`src/hdl/lpkv_pkg.sv`:
```
package lpkv_pkg;

    localparam int TABLE_DEPTH = 1024;
    localparam int SLOT_W      = $clog2(TABLE_DEPTH);
    localparam int CNT_W       = $clog2(TABLE_DEPTH + 1);

    localparam int CMD_W  = 2;
    localparam int KEY_W  = 31;
    localparam int VAL_W  = 32;
    localparam int STAT_W = 2;

    localparam int IN_TDATA_W  = ((CMD_W + KEY_W + VAL_W + 7) / 8) * 8;
    localparam int OUT_TDATA_W = ((STAT_W + VAL_W + 7) / 8) * 8;

    localparam logic [CMD_W-1:0] CMD_GET    = 2'd0;
    localparam logic [CMD_W-1:0] CMD_PUT    = 2'd1;
    localparam logic [CMD_W-1:0] CMD_DELETE = 2'd2;
    localparam logic [CMD_W-1:0] CMD_CLEAR  = 2'd3;

    localparam logic [STAT_W-1:0] STAT_OK   = 2'd0;
    localparam logic [STAT_W-1:0] STAT_MISS = 2'd1;
    localparam logic [STAT_W-1:0] STAT_FULL = 2'd2;

    localparam logic [1:0] SLOT_EMPTY   = 2'd0;
    localparam logic [1:0] SLOT_USED    = 2'd1;
    localparam logic [1:0] SLOT_DELETED = 2'd2;

    typedef struct packed {
        logic [CMD_W-1:0]  cmd;
        logic [KEY_W-1:0]  key;
        logic [VAL_W-1:0]  value;
        logic [SLOT_W-1:0] home;
    } job_t;

    typedef struct packed {
        logic [1:0]       state;
        logic [KEY_W-1:0] key;
        logic [VAL_W-1:0] value;
    } slot_t;

    typedef struct packed {
        logic init_done;
    } eng_stat_t;

endpackage

```
`src/hdl/lpkv_front.sv`:
```
module lpkv_front (
    input  logic                              aclk,
    input  logic                              aresetn,
    input  logic [lpkv_pkg::IN_TDATA_W-1:0]   s_tdata,   // cmd, key, value
    input  logic                              s_tvalid,
    output logic                              s_tready,
    input  lpkv_pkg::eng_stat_t               eng_stat,
    output lpkv_pkg::job_t                    push_job,
    output logic                              push_valid,
    input  logic                              push_ready
);
    import lpkv_pkg::*;

    logic busy_reg, busy_next;
    job_t job_reg, job_next;
    logic accept;

    assign s_tready   = !busy_reg && eng_stat.init_done;
    assign accept     = s_tvalid && s_tready;
    assign push_valid = busy_reg;
    assign push_job   = job_reg;

    // The table depth is a power of two, so the home slot is the low bits of the key.
    always_comb begin
        busy_next = busy_reg;
        job_next  = job_reg;
        if (accept) begin
            busy_next      = 1'b1;
            job_next.cmd   = s_tdata[CMD_W-1:0];
            job_next.key   = s_tdata[CMD_W+KEY_W-1:CMD_W];
            job_next.value = s_tdata[CMD_W+KEY_W+VAL_W-1:CMD_W+KEY_W];
            job_next.home  = s_tdata[CMD_W+SLOT_W-1:CMD_W];
        end else if (push_valid && push_ready) begin
            busy_next = 1'b0;
        end
    end

    always_ff @(posedge aclk) begin
        if (!aresetn) begin
            busy_reg <= 1'b0;
        end else begin
            busy_reg <= busy_next;
        end
        job_reg <= job_next;
    end

endmodule

```
`config.mk`:
```
export PLATFORM = sky130hd
export DESIGN_NAME = lpkv_front
export DESIGN_NICKNAME = d
export VERILOG_FILES = /design/src/hdl/lpkv_pkg.sv /design/src/hdl/lpkv_front.sv
export SDC_FILE = /design/constraint.sdc
export NUM_CORES = 1
export LEC_CHECK = 0
export BUFFER_PORTS_ARGS = -buffer_cell sky130_fd_sc_hd__buf_4
export CORE_MARGIN = 4
export CORE_UTILIZATION = 42
export DETAILED_ROUTE_END_ITERATION = 16
export GPL_ROUTABILITY_DRIVEN = 1
export GPL_TIMING_DRIVEN = 0
export PLACE_DENSITY = 0.86
export SLEW_MARGIN = 20
export SYNTH_ARGS = -nofsm -noshare
export SYNTH_HDL_FRONTEND = slang
export SYNTH_SLANG_ARGS = --single-unit
```
`constraint.sdc`:
```
create_clock -name aclk -period 6.83 [get_ports aclk]
set_input_delay 1.366 -clock aclk [delete_from_list [all_inputs] [get_ports aclk]]
set_output_delay 1.366 -clock aclk [all_outputs]
set_load 0.05 [all_outputs]
```
==> flow_summary.yaml <==
global_route:
  grt_usage: 0.180
  first_global_vias: 1430
  antenna_found_initial: 0
  grt_max_degree: 35
  grt_pass1_wl_mm: 7.80
  grt_overflow_total: 0
yosys:
  ys_seq_area_frac: 0.948
  ys_ff_latch: 66
  synth_cell_type_count: 7
  netlist_instances: 80
  synth_area_leaders: "edfxtp_1 (94%), buf_4 (3.6%), dfxtp_1 (0.96%)"
  syn_area_per_cell_um2: 26.0
  synth_top_area_cell: "edfxtp_1"
  synthesis.area_um2: 2080
  synth_warnings: 0
  synth_nets: 157
  synth_top_area_frac: 0.939
cts:
  cts_tree: "yes"
  path_clk_slew_ns: 0.06
  cts_sinks: 66
  h-tree-depth: 3
  cts_buffers: 9
  cts.repair.resized: 0
  post_cts_buffers: 0
  root_buffer: "clkbuf_8"
  clockBufferDepth: 2
  insertion_delay_ns: 0.32
  holdBufCountCts: 0
routing:
  avgRoutedWirePerCell_um: 17.9
  routed_wl_mm: 5.55
  num_vias: 1375
  ant_nets: 0
  drc: 0
  drt_pre_antenna_iters: 4
  initialDrtViolationCount: 104
  via_per_inst: 4.44
worst_setup_path:
  critPathKind: "primary input to output pin"
  cp_common_cell: "buf_4"
  critPathBufInv: 2
  cp-startpoint: "eng_stat"
  regToRegStartpoint: "push_valid"
  crit_required_ns: 5.46
  arrival_ns: 1.83
  crit_chain: "buf_4 -> nor2b_2 -> buf_4"
  crit_path_end_kind: "output pin"
  cpPeakStageDelay_ns: 0.22
  path_max_fanout: 3
  start_kind: "primary input"
  cpLargestDelayFamily: "buffers and inverters"
  slowest_stage: "buf_4"
pwr:
  power_mw: 0.960
  vdd_drop_max_mv: 0.205
  p_per_area_nw_per_um2: 275
  p_leak_nw: 1.50
timing:
  slew_violations: 0
  max-slew-margin-rel: 0.715
  min_period_over_period: 0.467
  tns_ns: 0
  tightest_slew_ns: 0.428
  fin_skew_ns: 0.0103
  rsz0062_at_grt: "false"
  max_freq_ghz: 0.313
  hold_viol: 0
  setup_viol: 0
  period_needed_ns: 3.19
worst_hold_path:
  hold_class: "flip-flop to flip-flop"
  worst_hold_startpoint: "push_valid"
die:
  ioPinCount: 154
  die-width_um: 78.4
  core_area_um2: 4750
  chipHeight_um: 78.4
  initial_utilization: 0.437
  die-area_um2: 6140
  rows: 25
cells_and_area:
  drive_above_1_share: 0.712
  n_antenna_cell: 0
  nets: 315
  area_delta_synth_final_pct: 67.9
  post-route-util: 0.734
  fin_cells: 310
  fin_area_um2: 3490
placed_design:
  place_congestion: 0.727
  portBuffers: 146
  dp_hpwl_mm: 4.30
  dp.cells: 294
  post_dp_cell_area_um2: 3280
flow_run:
  drv_cap: 0
outcome:
  status: "completed"
-- metal layers --
layer	up-vias	part of all wire	GRT usage	wire length, um
li1	617	-	-	-
met1	659	0.36	0.184	1980
met2	87	0.53	0.314	2940
met3	12	0.082	0.0619	455
met4	0	0.032	0.112	178
met5	-	0	0	0
-- Yosys cell counts, drive strengths merged --
| library cell | count |
|---|---|
| buf | 10 |
| and3b | 1 |
| dfxtp | 1 |
| a31o | 1 |
| and2 | 1 |
| edfxtp | 65 |
| nor2b | 1 |
-- layout make-up --
cell class                      instances  area, um^2
Clock inverter                          6        81.3
Fill cell                             308        1260
Multi-Input combinational cell          4        35.0
Tap cell                               67        83.8
Buffer                                 10        75.1
Clock buffer                           10         128
Timing Repair Buffer                  147        1120
Sequential cell                        66        1970
-- worst paths after layout --
kind / endpoint / slack [ns] / cells after the start
setup / recovery: s_tready / 3.64 / 3
hold / removal: push_valid / 0.65 / 2
setup reg to reg: push_job[15] / 5.32 / 3
hold reg to reg: push_valid / 0.65 / 2
-- worst reg2reg max path, stage by stage (launching register included) --
cell and delay, ns:
dfxtp_1 0.33, nor2b_2 0.16, and2_4 0.44, buf_12 0.27
-- cell families after synthesis --
| logic type | share of synthesized area |
|---|---|
| compound gates | 0.00421 |
| buf+inv | 0.0361 |
| flops | 0.948 |
| simple gates | 0.0114 |
-- cells in the final DEF, fill, tap and decap left out --
cell	netlist	final
edfxtp_1	65	65
buf_4	10	156
buf_12	0	1
clkinv_1	0	1
clkbuf_8	0	9
clkinv_2	0	2
bufinv_16	0	2
a31o_1	1	1
and3b_1	1	1
clkinvlp_4	0	1
clkbuf_1	0	1
dfxtp_1	1	1
nor2b_2	1	1
and2_4	0	1
-- stage by stage --
step	setup slack (ns)	hold WS, ns
6_report	3.64	0.645
5_1_grt	3.62	0.672
3_5_place_dp	3.63	0.627
2_1_floorplan	2.91	0.947
3_3_place_gp	2.78	0.614
4_1_cts	3.63	0.652
-- power breakdown --
group          switching [mW]  internal (mW)
Clock                   0.140          0.203
Sequential            0.00577          0.466
Combinational          0.0915         0.0531
Total                   0.238          0.723
-- registers in the layout (all words and copies together), names as in the netlist --
name and count:
push_job 65, push_valid 1
(Power assumes the default switching activity.)
