`src/hdl/lpkv_pkg.sv`:
```
package lpkv_pkg;

    localparam int TABLE_DEPTH = 1024;
    localparam int SLOT_W      = $clog2(TABLE_DEPTH);
    localparam int CNT_W       = $clog2(TABLE_DEPTH + 1);

    localparam int CMD_W  = 2;
    localparam int KEY_W  = 31;
    localparam int VAL_W  = 32;
    localparam int STAT_W = 2;

    localparam int IN_TDATA_W  = ((CMD_W + KEY_W + VAL_W + 7) / 8) * 8;
    localparam int OUT_TDATA_W = ((STAT_W + VAL_W + 7) / 8) * 8;

    localparam logic [CMD_W-1:0] CMD_GET    = 2'd0;
    localparam logic [CMD_W-1:0] CMD_PUT    = 2'd1;
    localparam logic [CMD_W-1:0] CMD_DELETE = 2'd2;
    localparam logic [CMD_W-1:0] CMD_CLEAR  = 2'd3;

    localparam logic [STAT_W-1:0] STAT_OK   = 2'd0;
    localparam logic [STAT_W-1:0] STAT_MISS = 2'd1;
    localparam logic [STAT_W-1:0] STAT_FULL = 2'd2;

    localparam logic [1:0] SLOT_EMPTY   = 2'd0;
    localparam logic [1:0] SLOT_USED    = 2'd1;
    localparam logic [1:0] SLOT_DELETED = 2'd2;

    typedef struct packed {
        logic [CMD_W-1:0]  cmd;
        logic [KEY_W-1:0]  key;
        logic [VAL_W-1:0]  value;
        logic [SLOT_W-1:0] home;
    } job_t;

    typedef struct packed {
        logic [1:0]       state;
        logic [KEY_W-1:0] key;
        logic [VAL_W-1:0] value;
    } slot_t;

    typedef struct packed {
        logic init_done;
    } eng_stat_t;

endpackage

```
`src/hdl/lpkv_queue.sv`:
```
module lpkv_queue (
    input  logic           aclk,
    input  logic           aresetn,
    input  lpkv_pkg::job_t push_job,
    input  logic           push_valid,
    output logic           push_ready,
    output lpkv_pkg::job_t pop_job,
    output logic           pop_valid,
    input  logic           pop_ready
);
    import lpkv_pkg::*;

    job_t       entry_reg [2];
    logic       wr_ptr_reg, wr_ptr_next;
    logic       rd_ptr_reg, rd_ptr_next;
    logic [1:0] count_reg, count_next;
    logic       do_push, do_pop;

    assign push_ready = (count_reg != 2'd2);
    assign pop_valid  = (count_reg != 2'd0);
    assign pop_job    = entry_reg[rd_ptr_reg];
    assign do_push    = push_valid && push_ready;
    assign do_pop     = pop_valid && pop_ready;

    always_comb begin
        wr_ptr_next = do_push ? !wr_ptr_reg : wr_ptr_reg;
        rd_ptr_next = do_pop ? !rd_ptr_reg : rd_ptr_reg;
        count_next  = count_reg;
        if (do_push && !do_pop) begin
            count_next = count_reg + 2'd1;
        end else if (do_pop && !do_push) begin
            count_next = count_reg - 2'd1;
        end
    end

    always_ff @(posedge aclk) begin
        if (!aresetn) begin
            wr_ptr_reg <= 1'b0;
            rd_ptr_reg <= 1'b0;
            count_reg  <= 2'd0;
        end else begin
            wr_ptr_reg <= wr_ptr_next;
            rd_ptr_reg <= rd_ptr_next;
            count_reg  <= count_next;
        end
        if (do_push) begin
            entry_reg[wr_ptr_reg] <= push_job;
        end
    end

endmodule

```
`config.mk`:
```
export PLATFORM = sky130hd
export DESIGN_NAME = lpkv_queue
export DESIGN_NICKNAME = d
export VERILOG_FILES = /design/src/hdl/lpkv_pkg.sv /design/src/hdl/lpkv_queue.sv
export SDC_FILE = /design/constraint.sdc
export NUM_CORES = 1
export LEC_CHECK = 0
export BUFFER_PORTS_ARGS = -buffer_cell sky130_fd_sc_hd__buf_4
export CAP_MARGIN = 10
export CORE_ASPECT_RATIO = 1.4
export CORE_MARGIN = 2
export CORE_UTILIZATION = 50
export DETAILED_ROUTE_END_ITERATION = 10
export PLACE_DENSITY_LB_ADDON = 0.15
export SETUP_SLACK_MARGIN = 0.4
export SYNTH_ARGS = -nofsm -noshare
export SYNTH_HDL_FRONTEND = slang
export SYNTH_SLANG_ARGS = --single-unit
```
`constraint.sdc`:
```
create_clock -name aclk -period 3.9 [get_ports aclk]
set_input_delay 0.975 -clock aclk [delete_from_list [all_inputs] [get_ports aclk]]
set_output_delay 0.975 -clock aclk [all_outputs]
set_load 0.03 [all_outputs]
```
==> impl_metrics.py <==
metrics = {
    "run_status": {
        "status": "complete, no violations",
    },
    "floorplan": {
        "ioPinCount": 156,
        "std_cell_rows": 46,
        "initial_utilization_pct": 50.7,
        "die_area_um2": 12200,
        "fp.dieH_um": 130,
        "core_um2": 11200,
        "die_w_um": 94.0,
    },
    "sta": {
        "clock.fmax_ghz": 0.323,
        "skew_ns": 0.00694,
        "worst_slack_ns": 0.806,
        "setup_viol": 0,
        "slew_viol_final": 0,
        "final-hold-violation-count": 0,
        "worst_slew_pin_slew_ns": 1.04,
        "min_period_ns": 3.09,
        "rsz0062_at_grt": "false",
        "setup_tns_ns": 0,
        "relSlewSlack_pct": 30.7,
        "finalCritPeriodShare_pct": 79.3,
    },
    "global_route": {
        "grt_max_degree": 76,
        "first_global_vias": 3134,
        "antenna_found_initial": 0,
        "grt-ovfl-total": 0,
        "grt_usage_pct": 17.2,
        "grt_pass1_wl_um": 15300,
    },
    "setup_path": {
        "critPathMaxStageDelay_ns": 0.76,
        "path_buf_inv": 2,
        "worstSetupPathType": "flip-flop to output port",
        "crit_family": "flip-flops",
        "path_cells": "buf_4 > mux2_2 > buf_4",
        "arrival_ns": 2.12,
        "end_kind": "output port",
        "critical_path_peak_fanout": 45,
        "start_kind": "flip-flop",
        "cp.required_ns": 2.92,
        "crit_top_cell": "buf_4",
        "cp_slowest_cell": "dfxtp_4",
    },
    "cts": {
        "cts_hold_buf": 0,
        "cts_tree": "done",
        "cts_num_sinks": 155,
        "clkTransAtPathRegs_ns": 0.06,
        "ctsResizeCount": 0,
        "htree_levels": 4,
        "cts_root_buffer": "clkbuf_16",
        "cts_buffers": 17,
        "clk_latency_ns": 0.40,
        "clk_path_buf_depth": 2,
        "cts_setup_buffers": 0,
    },
    "logic_synthesis": {
        "synth_seq_cells": 155,
        "yosysSeqAreaShare_pct": 81.3,
        "syn_nets": 337,
        "ys_warn_count": 0,
        "netlist_area_um2": 5670,
        "synth_cells": 257,
        "ys_types": 21,
        "syn-mean-instance-area_um2": 22.0,
    },
    "placed_design": {
        "port_buffers": 155,
        "finalWeightedCongestion": 0.730,
        "dpl.hpwl_um": 6640,
        "dpl_worst_slack_ns": 1.18,
    },
    "cells_and_area": {
        "multi_input_comb_area_um2": 988,
        "largest_reg_flops": 150,
        "synthToLayoutAreaGrowth_pct": 32.8,
        "fill_cells": 797,
        "final_util_pct": 67.4,
        "final_nets": 507,
        "antenna_cells": 0,
        "seq_area_um2": 4610,
        "drive_above_1_share_pct": 61.4,
    },
    "hold_path": {
        "hold_path_class": "flip-flop to flip-flop",
    },
    "route": {
        "drt-initial-drc-count": 131,
        "drc": 0,
        "drt_wl_total_um": 10100,
        "vias": 2911,
        "ant_nets": 0,
        "avgRoutedWirePerCell_um": 17.3,
        "avgViaCountPerCell": 4.98,
        "dr.pass1.iters": 4,
    },
    "pwr": {
        "leakage_nw": 2.81,
        "p_total_mw": 5.28,
        "power_per_cell_area_nw_per_um2": 701,
        "worst_ir_drop_vdd_mv": 0.363,
    },
    "job": {
        "maxCapViolations": 0,
    },
}
[where the power goes]
| part | switching [mW] | internal [mW] | leakage, nW |
|---|---|---|---|
| Combinational | 0.899 | 0.672 | 1.10 |
| Sequential | 0.123 | 2.09 | 1.44 |
| Clock | 0.619 | 0.879 | 0.272 |
| Total | 1.64 | 3.64 | 2.81 |
[through the flow]
step                instances  hold slack [ns]  cell area, um^2
finish                    584            0.562             7530
global route              584            0.610             7530
CTS                       584            0.563             7530
detailed placement        552            0.554             6970
global placement          552            0.533             6970
floorplan                 257            0.512             5670
[cells in the mapped netlist, drive strengths merged]
cell,instances,share of area [%]
edfxtp,150,80
or3,1,0.11
o21ai,2,0.18
a21boi,2,0.27
or2,1,0.11
and3,1,0.11
nand2b,1,0.24
dfxtp,5,1.8
xnor2,2,0.31
xor2,1,0.15
nand3b,1,0.13
mux2,75,15
a21bo,1,0.18
and2,4,0.44
ha,1,0.22
buf,8,1.3
inv,1,0.066
[cells by family (layout without fill, tap and decap cells)]
group	after synthesis	in the layout	synth area share, %
flops	155	155	81.3
xor+xnor	3	3	0.464
fa+ha+maj	1	1	0.221
simple gates	9	9	1.15
mux	75	75	14.9
buf+inv	9	192	1.37
compound gates	5	5	0.618
[layout make-up]
class	count	area share, %
repair buffers	159	15.9
clock buffers	18	5.70
multi-input cells	93	13.1
inverters	1	0.0499
well taps	144	2.39
clock inverters	14	1.63
flip-flops and latches	155	61.2
[tightest hold or removal path: stages (launching register included)]
cell and delay (ns):
dfxtp_1 0.36, o21ai_0 0.09, a21boi_1 0.06
[worst paths after layout]
check	end	startpoint	slack [ns]	depth (start not counted)
min reg2reg	count_reg[1]	count_reg[1]	0.56	2
min	count_reg[1]	count_reg[1]	0.56	2
max	pop_job[41]	flip-flop	0.81	3
max reg2reg	entry_reg[0][33]	count_reg[0]	1.93	4
[layout by cell type (no fill, tap or decap), types with 2 or more instances in the layout]
master	n
dfxtp_1	4
xnor2_1	2
mux2_2	75
clkbuf_16	17
edfxtp_1	150
clkinv_2	4
inv_6	2
buf_4	159
and2_1	4
clkinv_4	5
[metal layers]
layer / vias up / GRT usage (%) / routed length [um]
li1: 1357 / - / -
met1: 1436 / 17.1 / 3430
met2: 100 / 30.7 / 5720
met3: 18 / 7.51 / 684
met4: 0 / 7.67 / 272
met5: - / 0 / 0
No activity file was read; power rests on OpenSTA's default activity.
